===== config.mk =====
export PLATFORM = sky130hd
export DESIGN_NAME = utf8_stream_decoder
export DESIGN_NICKNAME = d
export VERILOG_FILES = /design/src/hdl/u8d_pkg.sv /design/src/hdl/u8d_decode.sv /design/src/hdl/u8d_out_reg.sv /design/src/hdl/utf8_stream_decoder.sv
export SDC_FILE = /design/constraint.sdc
export NUM_CORES = 1
export LEC_CHECK = 0
export BUFFER_PORTS_ARGS = -buffer_cell sky130_fd_sc_hd__buf_2
export CAP_MARGIN = 15
export CORE_AREA = 5 5 83 85
export CTS_BUF_LIST = sky130_fd_sc_hd__clkbuf_4
export DETAILED_ROUTE_END_ITERATION = 6
export DIE_AREA = 0 0 88 90
export GPL_ROUTABILITY_DRIVEN = 0
export PLACE_DENSITY = 0.73
export SLEW_MARGIN = 20
export SYNTH_ARGS = -nofsm -noshare
export SYNTH_HDL_FRONTEND = slang
export SYNTH_SLANG_ARGS = --single-unit
export TNS_END_PERCENT = 30

===== constraint.sdc =====
create_clock -name clk -period 4.93 [get_ports clk]
set_input_delay 0.2465 -clock clk [delete_from_list [all_inputs] [get_ports clk]]
set_output_delay 0.2465 -clock clk [all_outputs]
set_load 0.01 [all_outputs]

===== src/hdl/u8d_pkg.sv =====
`default_nettype none

package u8d_pkg;

  localparam int unsigned BYTE_W = 8;
  localparam int unsigned CP_W   = 31;
  localparam int unsigned CNT_W  = 3;
  localparam int unsigned STAT_W = 2;

  // Result status codes.
  localparam logic [STAT_W-1:0] STATUS_VALID   = 2'd0;
  localparam logic [STAT_W-1:0] STATUS_STRAY   = 2'd1;
  localparam logic [STAT_W-1:0] STATUS_INVALID = 2'd2;

  typedef struct packed {
    logic              valid;
    logic [CP_W-1:0]   code_point;
    logic [STAT_W-1:0] status;
  } u8d_result_t;

  typedef struct packed {
    logic [CNT_W-1:0] remaining;
  } u8d_dec_state_t;

endpackage

`default_nettype wire


===== src/hdl/u8d_decode.sv =====
`default_nettype none

module u8d_decode (
  input  wire logic                        clk,
  input  wire logic                        rst_n,
  input  wire logic                        take,
  input  wire logic [u8d_pkg::BYTE_W-1:0]  data_byte,
  output u8d_pkg::u8d_result_t             result,
  output u8d_pkg::u8d_dec_state_t          dec_state
);

  logic [u8d_pkg::CNT_W-1:0] cnt_r;
  logic [u8d_pkg::CNT_W-1:0] cnt_nxt;
  logic [u8d_pkg::CP_W-1:0]  acc_r;
  logic [u8d_pkg::CP_W-1:0]  acc_nxt;
  u8d_pkg::u8d_result_t      res;

  always_comb begin
    res       = '0;
    cnt_nxt   = cnt_r;
    acc_nxt   = acc_r;
    if (cnt_r != '0) begin
      // Inside a sequence every byte is a continuation byte; top bits are ignored.
      acc_nxt = {acc_r[u8d_pkg::CP_W-7:0], data_byte[5:0]};
      cnt_nxt = cnt_r - 1'b1;
      if (cnt_r == u8d_pkg::CNT_W'(1)) begin
        res.valid      = 1'b1;
        res.code_point = acc_nxt;
        res.status     = u8d_pkg::STATUS_VALID;
      end
    end else if (!data_byte[7]) begin
      res.valid      = 1'b1;
      res.code_point = {{(u8d_pkg::CP_W-8){1'b0}}, data_byte};
      res.status     = u8d_pkg::STATUS_VALID;
    end else if (!data_byte[6]) begin
      res.valid      = 1'b1;
      res.code_point = {{(u8d_pkg::CP_W-6){1'b0}}, data_byte[5:0]};
      res.status     = u8d_pkg::STATUS_STRAY;
    end else if (!data_byte[5]) begin
      acc_nxt = {{(u8d_pkg::CP_W-5){1'b0}}, data_byte[4:0]};
      cnt_nxt = u8d_pkg::CNT_W'(1);
    end else if (!data_byte[4]) begin
      acc_nxt = {{(u8d_pkg::CP_W-4){1'b0}}, data_byte[3:0]};
      cnt_nxt = u8d_pkg::CNT_W'(2);
    end else if (!data_byte[3]) begin
      acc_nxt = {{(u8d_pkg::CP_W-3){1'b0}}, data_byte[2:0]};
      cnt_nxt = u8d_pkg::CNT_W'(3);
    end else if (!data_byte[2]) begin
      acc_nxt = {{(u8d_pkg::CP_W-2){1'b0}}, data_byte[1:0]};
      cnt_nxt = u8d_pkg::CNT_W'(4);
    end else if (!data_byte[1]) begin
      acc_nxt = {{(u8d_pkg::CP_W-1){1'b0}}, data_byte[0]};
      cnt_nxt = u8d_pkg::CNT_W'(5);
    end else begin
      res.valid      = 1'b1;
      res.code_point = '0;
      res.status     = u8d_pkg::STATUS_INVALID;
    end
  end

  always_ff @(posedge clk) begin
    if (!rst_n) begin
      cnt_r <= '0;
      acc_r <= '0;
    end else if (take) begin
      cnt_r <= cnt_nxt;
      acc_r <= acc_nxt;
    end
  end

  always_comb begin
    result       = res;
    result.valid = res.valid & take;
  end

  assign dec_state.remaining = cnt_r;

endmodule

`default_nettype wire


===== src/hdl/u8d_out_reg.sv =====
`default_nettype none

module u8d_out_reg (
  input  wire logic                        clk,
  input  wire logic                        rst_n,
  input  wire u8d_pkg::u8d_result_t        result,
  output logic                             free,
  output logic                             out_valid,
  input  wire logic                        out_stall,
  output logic [u8d_pkg::CP_W-1:0]         out_code_point,
  output logic [u8d_pkg::STAT_W-1:0]       out_status
);

  logic                        valid_r;
  logic [u8d_pkg::CP_W-1:0]    cp_r;
  logic [u8d_pkg::STAT_W-1:0]  status_r;

  // The register can take a new item when empty or when its item leaves now.
  assign free = !valid_r || !out_stall;

  always_ff @(posedge clk) begin
    if (!rst_n) begin
      valid_r <= 1'b0;
    end else if (result.valid) begin
      valid_r <= 1'b1;
    end else if (!out_stall) begin
      valid_r <= 1'b0;
    end
  end

  always_ff @(posedge clk) begin
    if (result.valid) begin
      cp_r     <= result.code_point;
      status_r <= result.status;
    end
  end

  assign out_valid      = valid_r;
  assign out_code_point = cp_r;
  assign out_status     = status_r;

endmodule

`default_nettype wire


===== src/hdl/utf8_stream_decoder.sv =====
// Byte-serial decoder for the original wide UTF-8 form (one to six bytes,
// code points up to 31 bits). One byte enters per cycle with no bubbles
// while the result side does not stall; a byte is held in the input
// register, and the result it finishes is held in the result register
// until taken. Lead bytes and continuation bytes that do not finish a
// sequence produce no item. Status 0 is a code point, 1 a stray
// continuation byte (its low six bits), 2 a 0xFE or 0xFF lead byte.
// Continuation bytes are not checked, and there is no timeout on a
// truncated sequence. A stall on the result side reaches in_stall in the
// same cycle.
`default_nettype none

module utf8_stream_decoder (
  input  wire logic                          clk,
  input  wire logic                          rst_n,
  input  wire logic                          in_valid,
  output logic                               in_stall,
  input  wire logic [u8d_pkg::BYTE_W-1:0]    in_data_byte,
  output logic                               out_valid,
  input  wire logic                          out_stall,
  output logic [u8d_pkg::CP_W-1:0]           out_code_point,
  output logic [u8d_pkg::STAT_W-1:0]         out_status
);

  logic                           in_valid_r;
  logic [u8d_pkg::BYTE_W-1:0]     in_byte_r;
  logic                           out_free;
  logic                           take;
  u8d_pkg::u8d_result_t           result;
  u8d_pkg::u8d_dec_state_t        dec_state;

  assign take     = in_valid_r && out_free;
  assign in_stall = in_valid_r && !out_free;

  always_ff @(posedge clk) begin
    if (!rst_n) begin
      in_valid_r <= 1'b0;
    end else if (!in_stall) begin
      in_valid_r <= in_valid;
    end
  end

  always_ff @(posedge clk) begin
    if (!in_stall && in_valid) begin
      in_byte_r <= in_data_byte;
    end
  end

  u8d_decode u_decode (
    .clk       (clk),
    .rst_n     (rst_n),
    .take      (take),
    .data_byte (in_byte_r),
    .result    (result),
    .dec_state (dec_state)
  );

  u8d_out_reg u_out_reg (
    .clk            (clk),
    .rst_n          (rst_n),
    .result         (result),
    .free           (out_free),
    .out_valid      (out_valid),
    .out_stall      (out_stall),
    .out_code_point (out_code_point),
    .out_status     (out_status)
  );

  a_count_range: assert property (@(posedge clk) disable iff (!rst_n)
    dec_state.remaining <= u8d_pkg::CNT_W'(5))
    else $error("continuation count out of range");

  a_no_result_mid_seq: assert property (@(posedge clk) disable iff (!rst_n)
    (take && dec_state.remaining > u8d_pkg::CNT_W'(1)) |-> !result.valid)
    else $error("result emitted in the middle of a sequence");

  a_stray_narrow: assert property (@(posedge clk) disable iff (!rst_n)
    (out_valid && out_status == u8d_pkg::STATUS_STRAY) |->
      (out_code_point[u8d_pkg::CP_W-1:6] == '0))
    else $error("stray continuation item carries more than six bits");

  a_status_code: assert property (@(posedge clk) disable iff (!rst_n)
    out_valid |-> (out_status == u8d_pkg::STATUS_VALID || out_status == u8d_pkg::STATUS_STRAY ||
                   out_status == u8d_pkg::STATUS_INVALID))
    else $error("undefined status code on output");

endmodule

`default_nettype wire


==> impl_results.md, run 1 <==
* Run status: complete, no violations
* Antenna diode count at 0
* Synth warn at 0
* Comb pwr share at 9.3%
* Largest net degree at the start of global routing at 35
* Final ANT Viol Nets at 0
* Synth top area share at 42.47%
* Power Internal at 0.8467 mW
* Chip width at 88 um
* Setup Buffers After CTS at 0
* Final setup vio count at 0
* Htree depth at 3
* Row count at 29
* Leak Pwr at 1.218 nW
* Starting DRT DRC Count at 187
* Period minus WS final at 2734 ps
* Final period util at 55.46%
* Register share of total power at 59.0%
* Via-to-Cell Ratio at 5.326
* Unrepaired setup endpoints after global routing: false
* Vias in the first global route at 1909
* Mapped Avg Cell Area at 12.08 um2
* Number of synthesized register bits at 71
* DRT Pass-1 Iters at 5
* First-pass GRT wire length at 9.335 mm
* CTS sink count at 71
* CP required at 5050 ps
* GRT Overall Usage at 15.14%
* Worst-path clk slew at 110 ps
* Clk_lat worst skew at 410 ps
* CTS Root Cell: clkbuf_4
* WL/cell at 14.61 um
* Switching pwr at 0.2722 mW
* Overall Power at 1.119 mW
* FILL cells at 522
* EDFF count, synth at 41
* Dpl hpwl at 3.370 mm
* Mapped Area at 2899 um2
* Register area share after synthesis at 63.19%
* Primary FF master, synth: edfxtp_1
* I/O Pins at 47
* Max frequency at 365.8 MHz
* CP max FO at 26
* Pre-CTS setup slack at 1883 ps
* Worst vdd ir at 0.0002058 V
* DP Cell Count at 346
* Synth-to-Final Area Change at 17.31%
* Synth unique cells at 38
* Synth area leaders: edfxtp_1 (42%), dfxtp_1 (21%), a21boi_0 (6.2%)
* Mapped Cells at 240
* Max Cap Viol at 0
* Initial core utilization at 47.28%
* Worst Path Arrival at 2860 ps
* Die height at 90 um
* Least-Margin Pin Slew at 1062 ps
* Total grt overflow at 0
* Setup WS post-layout at 2196 ps
* Core footprint at 6132 um2
* Total die area at 7920 um2
* Share of cells above drive strength 1 at 23.81%
* Pwr/cell area at 329.0 nW/um2
* Max-slew headroom at 28.81%
* Number of gates resized after cts at 0
* Post-synth top area cell: edfxtp_1
* TritonCTS clock tree: yes
* Switching fraction of total power at 24.33%
* Synth Net Count at 255
* Drt total wl at 5.419 mm
* Initial antenna violation count at 0
* Fin Setup TNS at 0 ps
* Hold Path Class: input port to flip-flop
* Clock share of power at 31.8%
* Crit start category: flip-flop
* Final std cells w/o fill at 371
* Number of buffers created by CTS at 9
* Final Hold Vio Count at 0
* Remaining DRCs at 0
* Via count at 1976
* Setup Skew at 14.22 ps
* Async set-reset flop share out of synthesis at 0%
* Nets at 304
* Port buffer count at 46
* Slew Limit Fails at 0
* CTS Buffer Depth at 2
* Critical Path Sink Type: flip-flop
* Critical path class: flip-flop to flip-flop
## what timing repair did
action / CTS / global route
endpoints found under the setup margin: 0 / 0
hold buffers: 8 / 0
endpoints found under the hold margin: 8 / 0
## power groups by stage
| stage | registers, mW | logic, mW | clock network (mW) |
|---|---|---|---|
| 6_report | 0.660 | 0.104 | 0.355 |
| 5_1_grt | 0.663 | 0.116 | 0.394 |
| 4_1_cts | 0.661 | 0.0995 | 0.367 |
| 3_5_place_dp | 0.674 | 0.0942 | 0 |
| 3_3_place_gp | 0.674 | 0.0929 | 0 |
| 2_1_floorplan | 0.681 | 0.0571 | 0 |
## stage by stage
stage / utilization [%] / hold slack (ps) / instance area (um2)
floorplan: - / 345.4 / 2899
global route: 55.46 / 50.35 / 3401
global placement: 51.48 / 423.2 / 3157
finish: 55.46 / 63.65 / 3401
CTS: 55.01 / 43.29 / 3373
detailed placement: 51.48 / 424.6 / 3157
## worst max-delay path: stages, from the launching register on
cell	delay, ps
dfxtp_1	340
inv_1	100
ha_1	240
and3b_1	300
nand4_2	590
a21boi_4	640
buf_16	230
## area by class of cell
class,count,area (um2),share of cell area (%)
sequential,71,1832,53.86
multi-input combinational,146,972.2,28.59
timing repair buffer,56,345.3,10.15
tap,77,96.34,2.833
clock buffer,10,75.07,2.208
clock inverter,6,61.31,1.803
inverter,5,18.77,0.5519
## state kept, by name (all words and copies together) (netlist names)
register                  flops
u_decode.acc_r               25
in_byte_r                     8
u_out_reg.out_code_point     31
u_out_reg.out_valid           1
u_decode.dec_state            3
u_out_reg.out_status          2
in_valid_r                    1
## final timing paths
check	startpoint	end	slack [ps]	cells past startpoint
hold / removal	in_valid	in_valid_r	60	2
hold reg to reg	u_decode.acc_r[24]	u_decode.acc_r[24]	490	2
setup reg to reg	u_decode.dec_state[0]	u_out_reg.out_code_point[12]	2200	6
setup / recovery	u_decode.dec_state[0]	u_out_reg.out_code_point[12]	2200	6
## synth_stat cells, drive strengths merged (2+ instances only)
cell type	instances
a21oi	2
o21a	3
edfxtp	41
nor2	4
and2	26
nand3	4
o21ai	27
nand2	4
nand4	22
a21boi	28
inv	5
clkbuf	13
ha	3
dfxtp	30
buf	5
nor2b	7
## layout by cell type (no fill, tap or decap), types with 2 or more instances in the layout
| master | synthesis | routed |
|---|---|---|
| dfxtp_1 | 30 | 30 |
| ha_1 | 3 | 3 |
| clkbuf_4 | 0 | 10 |
| o21ai_0 | 27 | 27 |
| a21boi_1 | 2 | 2 |
| nand2_1 | 4 | 4 |
| edfxtp_1 | 41 | 41 |
| a21oi_1 | 2 | 2 |
| nor2_1 | 4 | 4 |
| clkinvlp_4 | 0 | 3 |
| dlygate4sd3_1 | 0 | 8 |
| nand3_1 | 4 | 4 |
| buf_2 | 3 | 46 |
| a21boi_0 | 24 | 24 |
| o21a_1 | 3 | 3 |
| nand4_1 | 21 | 21 |
| inv_1 | 5 | 5 |
| nor2b_1 | 7 | 7 |
| and2_1 | 25 | 25 |
## kinds of logic (layout without fill, tap and decap cells)
family / Yosys count / in the layout / share of synthesized area (%)
AO/OA/AOI/OAI: 68 / 68 / 15.97
adder cells (fa/ha/maj): 3 / 3 / 1.295
flip-flops: 71 / 71 / 63.19
buffers and inverters: 23 / 77 / 3.712
AND/OR/NAND/NOR: 75 / 75 / 15.84
## metal layers
layer	vias up	global-route usage, %	share of wire, %
met4	0	6.138	1.3
li1	986	-	-
met2	64	23.18	47
met1	919	19.68	44
met3	7	4.845	7.9
met5	-	0	0
Power figures use the tool's default switching activity.
==> run 2: changes to the inputs <==
Settings changed: PLACE_DENSITY 0.73 to 0.76.
Clock period 4.93 ns to 2.2 ns, I/O delays scaled along.
==> run 2 against run 1 <==
Global-route usage grew 0.25 points. Total power up 130%. Critical path type unchanged. Highest routed layer unchanged. Maximum frequency is 38% higher.
==> impl_results.md, run 2 (synthesis gave the netlist of run 1 again) <==
* Worst hold start: out_stall
* Slew Limit Fails at 0
* Switching pwr at 0.5914 mW
* Chip width at 88 um
* Total die area at 7920 um2
* Antenna diode count at 0
* Switching fraction of total power at 23.40%
* TritonCTS clock tree: yes
* Comb pwr share at 9.8%
* Met1 Resource Use GR at 19.92%
* R2R Path End: u_out_reg.out_code_point[2]
* Htree depth at 3
* Core footprint at 6132 um2
* Critical path launch point: u_decode.dec_state[0]
* Stages on the worst setup path at 6
* CP max FO at 30
* Initial antenna violation count at 0
* Pre-CTS setup slack at 228.1 ps
* Period minus WS final at 1975 ps
* Critical Path Sink Type: flip-flop
* Setup Buffers After CTS at 0
* FILL cells at 523
* Initial core utilization at 47.28%
* I/O Pins at 47
* Reg2Reg Depth at 6
* Grt met2 use at 23.62%
* Crit path max-delay cell type: dfxtp_1
* Setup crit end: u_out_reg.out_code_point[2]
* DRT Pass-1 Iters at 4
* Share of cells above drive strength 1 at 25.83%
* Synth-to-Final Area Change at 19.29%
* Fin Setup TNS at 0 ps
* Pwr/cell area at 731.0 nW/um2
* GRT Overall Usage at 15.39%
* Top Usage Layer GRT: met2
* Crit-path cells: inv_1 -> ha_1 -> and3b_1 -> nand4_2 -> a21boi_4 -> buf_12
* Starting DRT DRC Count at 110
* Number of buffers created by CTS at 9
* Leak Pwr at 1.264 nW
* First-pass GRT wire length at 9.487 mm
* Final Hold Vio Count at 0
* Hold Path Class: input port to flip-flop
* Worst vdd ir at 0.0004509 V
* CTS sink count at 71
* CTS Root Cell: clkbuf_4
* Top delay family on crit path: simple AND/OR/NAND/NOR gates
* Largest net degree at the start of global routing at 31
* Port buffer count at 46
* WL/cell at 14.70 um
* Max-slew headroom at 59.95%
* CTS Buffer Depth at 2
* Die height at 90 um
* Row count at 29
* Dpl hpwl at 3.580 mm
* Via-to-Cell Ratio at 5.369
* Clk_lat worst skew at 410 ps
* Drt total wl at 5.573 mm
* Most frequent cells in the layout: buf_2 (46), edfxtp_1 (41), dfxtp_1 (30), o21ai_0 (27), and2_1 (25)
* Reg2reg start: u_decode.dec_state[0]
* Worst Path Arrival at 2080 ps
* Critical path class: flip-flop to flip-flop
* Final period util at 89.76%
* Unrepaired setup endpoints after global routing: false
* Most common cell after layout, fill and taps aside: buf_2
* Final ANT Viol Nets at 0
* Setup WS post-layout at 225.2 ps
* Clock share of power at 31.7%
* Nets at 312
* Max Cap Viol at 0
* Crit start category: flip-flop
* Final setup vio count at 0
* Register share of total power at 58.5%
* Total grt overflow at 0
* GRT met3 Usage at 5.027%
* Worst-path clk slew at 100 ps
* Max FFs per register at 31
* Reg2reg setup slack at 230 ps
* Buf/Inv on CP at 2
* CP required at 2300 ps
* Via count at 2035
* Max frequency at 506.4 MHz
* Least-Margin Pin Slew at 599.5 ps
* Power Internal at 1.936 mW
* Setup Skew at 14.21 ps
* Vias in the first global route at 1967
* Remaining DRCs at 0
* Run status: complete, no violations
* Crit-path max cell delay at 330 ps
run 2: cell type report:
class / instances / area [um2] / share of cell area, %
Tap cell: 77 / 96.34 / 2.786
Timing Repair Buffer: 64 / 400.4 / 11.58
Clock inverter: 4 / 46.29 / 1.339
Sequential cell: 71 / 1832 / 52.97
Inverter: 5 / 18.77 / 0.5427
Clock buffer: 12 / 90.09 / 2.605
Multi-Input combinational cell: 146 / 974.7 / 28.18
run 2: worst reg2reg max path, cell delays in order, from the launching register on:
cell and delay, ps:
dfxtp_1 330, inv_1 100, ha_1 240, and3b_1 300
nand4_2 180, a21boi_4 290, buf_12 240
run 2: worst min-delay path by stage:
stage | to | slack (ps) | depth (start not counted)
detailed placement | in_byte_r[5] | 290 | 1
global route | u_out_reg.out_valid | 60 | 3
CTS | u_out_reg.out_valid | 40 | 3
global placement | in_byte_r[5] | 290 | 1
finish | u_out_reg.out_valid | 70 | 3
floorplan | in_byte_r[0] | 210 | 0
run 2: through the flow:
stage	hold WS, ps	util, %	instance area [um2]	total power [mW]	std cells
floorplan	208.9	-	2914	1.657	240
global route	64.46	56.40	3458	2.639	379
detailed placement	288.1	52.70	3232	1.745	354
global placement	286.0	52.70	3232	1.741	354
CTS	44.40	56.40	3458	2.554	379
finish	67.83	56.40	3458	2.528	379
run 2: timing repair:
item	4_1_cts	5_1_grt
gates resized for setup	0	0
hold endpoints to repair	9	0
hold buffers	9	0
run 2: power groups by stage:
stage                     Combinational [mW]  Clock (mW)  Sequential (mW)
final                                  0.247       0.801             1.48
after global routing                   0.272       0.881             1.49
after CTS                              0.247       0.826             1.48
after detailed placement               0.234           0             1.51
after global placement                 0.230           0             1.51
after floorplan                        0.132           0             1.53
run 2: routing by layer:
layer,share of wire [%],vias to the layer above
met4,1.5,0
met1,44,962
met5,0,-
met2,47,64
met3,6.9,8
li1,-,1001
==> run 3: changes to the inputs <==
Settings changed: CELL_PAD_IN_SITES_DETAIL_PLACEMENT from default to 0, CELL_PAD_IN_SITES_GLOBAL_PLACEMENT from default to 1, CORE_AREA 5 5 83 85 to 5 5 90 92, DIE_AREA 0 0 88 90 to 0 0 95 97, PLACE_DENSITY 0.76 to 0.79.
==> run 3 against run 2 <==
Non-clock buffer count up 1. Clock-buffer cell count down 1. Clock power down 15%. Final cell count up 6.1%. Via count up 1.2%.
==> impl_results.md, run 3 (synthesis gave the netlist of run 1 again) <==
* Via count at 2059
* Antenna diode count at 0
* Switching fraction of total power at 25.11%
* Period minus WS final at 1990 ps
* Final Hold Vio Count at 0
* Via-to-Cell Ratio at 5.122
* Drt total wl at 6.059 mm
* Initial core utilization at 40.62%
* Comb pwr share at 10.4%
* Clock share of power at 28.1%
* Layout Utilization at 48.54%
* Clk_lat worst skew at 410 ps
* CTS sink count at 71
* DRT Pass-1 Iters at 4
* Top Usage Layer GRT: met2
* WL/cell at 15.07 um
* First-pass GRT wire length at 9.936 mm
* FILL cells at 693
* Crit path max-delay cell type: dfxtp_1
* Worst hold start: out_stall
* R2R Path End: u_out_reg.out_code_point[20]
* Setup Skew at 12.35 ps
* Largest net degree at the start of global routing at 31
* Synth-to-Final Area Change at 19.51%
* Reg2reg setup slack at 210 ps
* Register share of total power at 61.5%
* Remaining DRCs at 0
* Final period util at 90.44%
* Max frequency at 502.6 MHz
* Worst Path Arrival at 2110 ps
* Row count at 31
* Least-Margin Pin Slew at 621.2 ps
* Starting DRT DRC Count at 98
* CP required at 2320 ps
* Final setup vio count at 0
* Leak Pwr at 1.256 nW
* CTS Buffer Depth at 2
* CP max FO at 25
* GRT met3 Usage at 4.112%
* Critical Path Sink Type: flip-flop
* Crit-path max cell delay at 340 ps
* Register area at 1832 um2
* Hold Path Class: input port to flip-flop
* Unrepaired setup endpoints after global routing: false
* Die height at 97 um
* Slew Limit Fails at 0
* Max FFs per register at 31
* Dpl hpwl at 3.987 mm
* Reg2Reg Depth at 6
* Total die area at 9215 um2
* Total grt overflow at 0
* Number of buffers created by CTS at 9
* Critical path class: flip-flop to flip-flop
* Core footprint at 7137 um2
* Initial antenna violation count at 0
* Switching pwr at 0.6050 mW
* Grt met2 use at 21.85%
* Vias in the first global route at 2032
* Htree depth at 3
* CTS Root Cell: clkbuf_4
* Most common cell after layout, fill and taps aside: buf_2
* Share of cells above drive strength 1 at 25.74%
* Met1 Resource Use GR at 18.08%
* Port buffer count at 46
* Fin Setup TNS at 0 ps
* Crit start category: flip-flop
* Area occupied by multi-input gates at 974.7 um2
* Worst vdd ir at 0.0002816 V
* Power Internal at 1.805 mW
* Max-slew headroom at 58.50%
* WHS Endpoint: u_out_reg.out_valid
* Max Cap Viol at 0
* Most frequent cells in the layout: buf_2 (46), edfxtp_1 (41), dfxtp_1 (30), o21ai_0 (27), and2_1 (25)
* Pwr/cell area at 695.6 nW/um2
* Run status: complete, no violations
* I/O Pins at 47
* Final ANT Viol Nets at 0
* Worst-path clk slew at 110 ps
* GRT Overall Usage at 14.03%
* TritonCTS clock tree: yes
* Hold path depth at 3
* Reg2reg start: u_decode.dec_state[0]
* Nets at 313
* Crit-path cells: inv_1 -> ha_1 -> and3b_1 -> nand4_2 -> a21boi_4 -> buf_12
* Chip width at 95 um
[run 3: layout make-up]
class	count	area share [%]
timing repair buffer	65	11.77
sequential	71	52.87
clock buffer	11	2.384
clock inverter	5	0.7223
tap	99	3.575
multi-input combinational	146	28.13
inverter	5	0.5417
[run 3: critical path: cells and delay by family (launching register included)]
family / cells / cell delay, ps
and+or+nand+nor: 2 / 470
DFF: 1 / 340
AOI/OAI and AO/OA: 1 / 300
adders and majority gates: 1 / 240
buffers and inverters: 2 / 330
[run 3: power groups by stage]
stage / sequential, mW / combinational (mW) / clock [mW]
global placement: 1.51 / 0.238 / 0
CTS: 1.48 / 0.253 / 0.703
detailed placement: 1.51 / 0.240 / 0
global route: 1.49 / 0.276 / 0.769
floorplan: 1.53 / 0.132 / 0
finish: 1.48 / 0.252 / 0.677
[run 3: timing repair]
action | 4_1_cts | 5_1_grt
hold buffers | 9 | 0
gates resized for setup | 0 | 0
buffers inserted | 0 | 0
endpoints found under the hold margin | 9 | 0
[run 3: metal layers]
| layer | share of wire [%] | vias to the layer above |
|---|---|---|
| met5 | 0 | - |
| met4 | 1.8 | 0 |
| met3 | 5.0 | 10 |
| met2 | 48 | 64 |
| met1 | 45 | 983 |
| li1 | - | 1002 |
[run 3: how the worst max path moves through the flow]
stage / endpoint / from / slack [ps] / cells past startpoint
global placement: u_out_reg.out_code_point[7] / u_decode.dec_state[0] / 280 / 6
floorplan: u_out_reg.out_code_point[0] / u_decode.dec_state[0] / 1 / 5
CTS: u_out_reg.out_code_point[25] / u_decode.dec_state[0] / 190 / 6
detailed placement: u_out_reg.out_code_point[13] / u_decode.dec_state[0] / 240 / 6
global route: u_out_reg.out_code_point[3] / u_decode.dec_state[0] / 90 / 6
finish: u_out_reg.out_code_point[20] / u_decode.dec_state[0] / 210 / 6
[run 3: metrics by stage]
stage	area, um2	worst slack [ps]	hold WS [ps]	instances	power, mW
floorplan	2914	1.467	208.9	240	1.657
CTS	3465	194.5	28.81	402	2.438
global placement	3267	278.1	286.0	377	1.749
finish	3465	210.2	58.49	402	2.410
global route	3465	85.40	55.32	402	2.533
detailed placement	3267	244.0	288.2	377	1.752
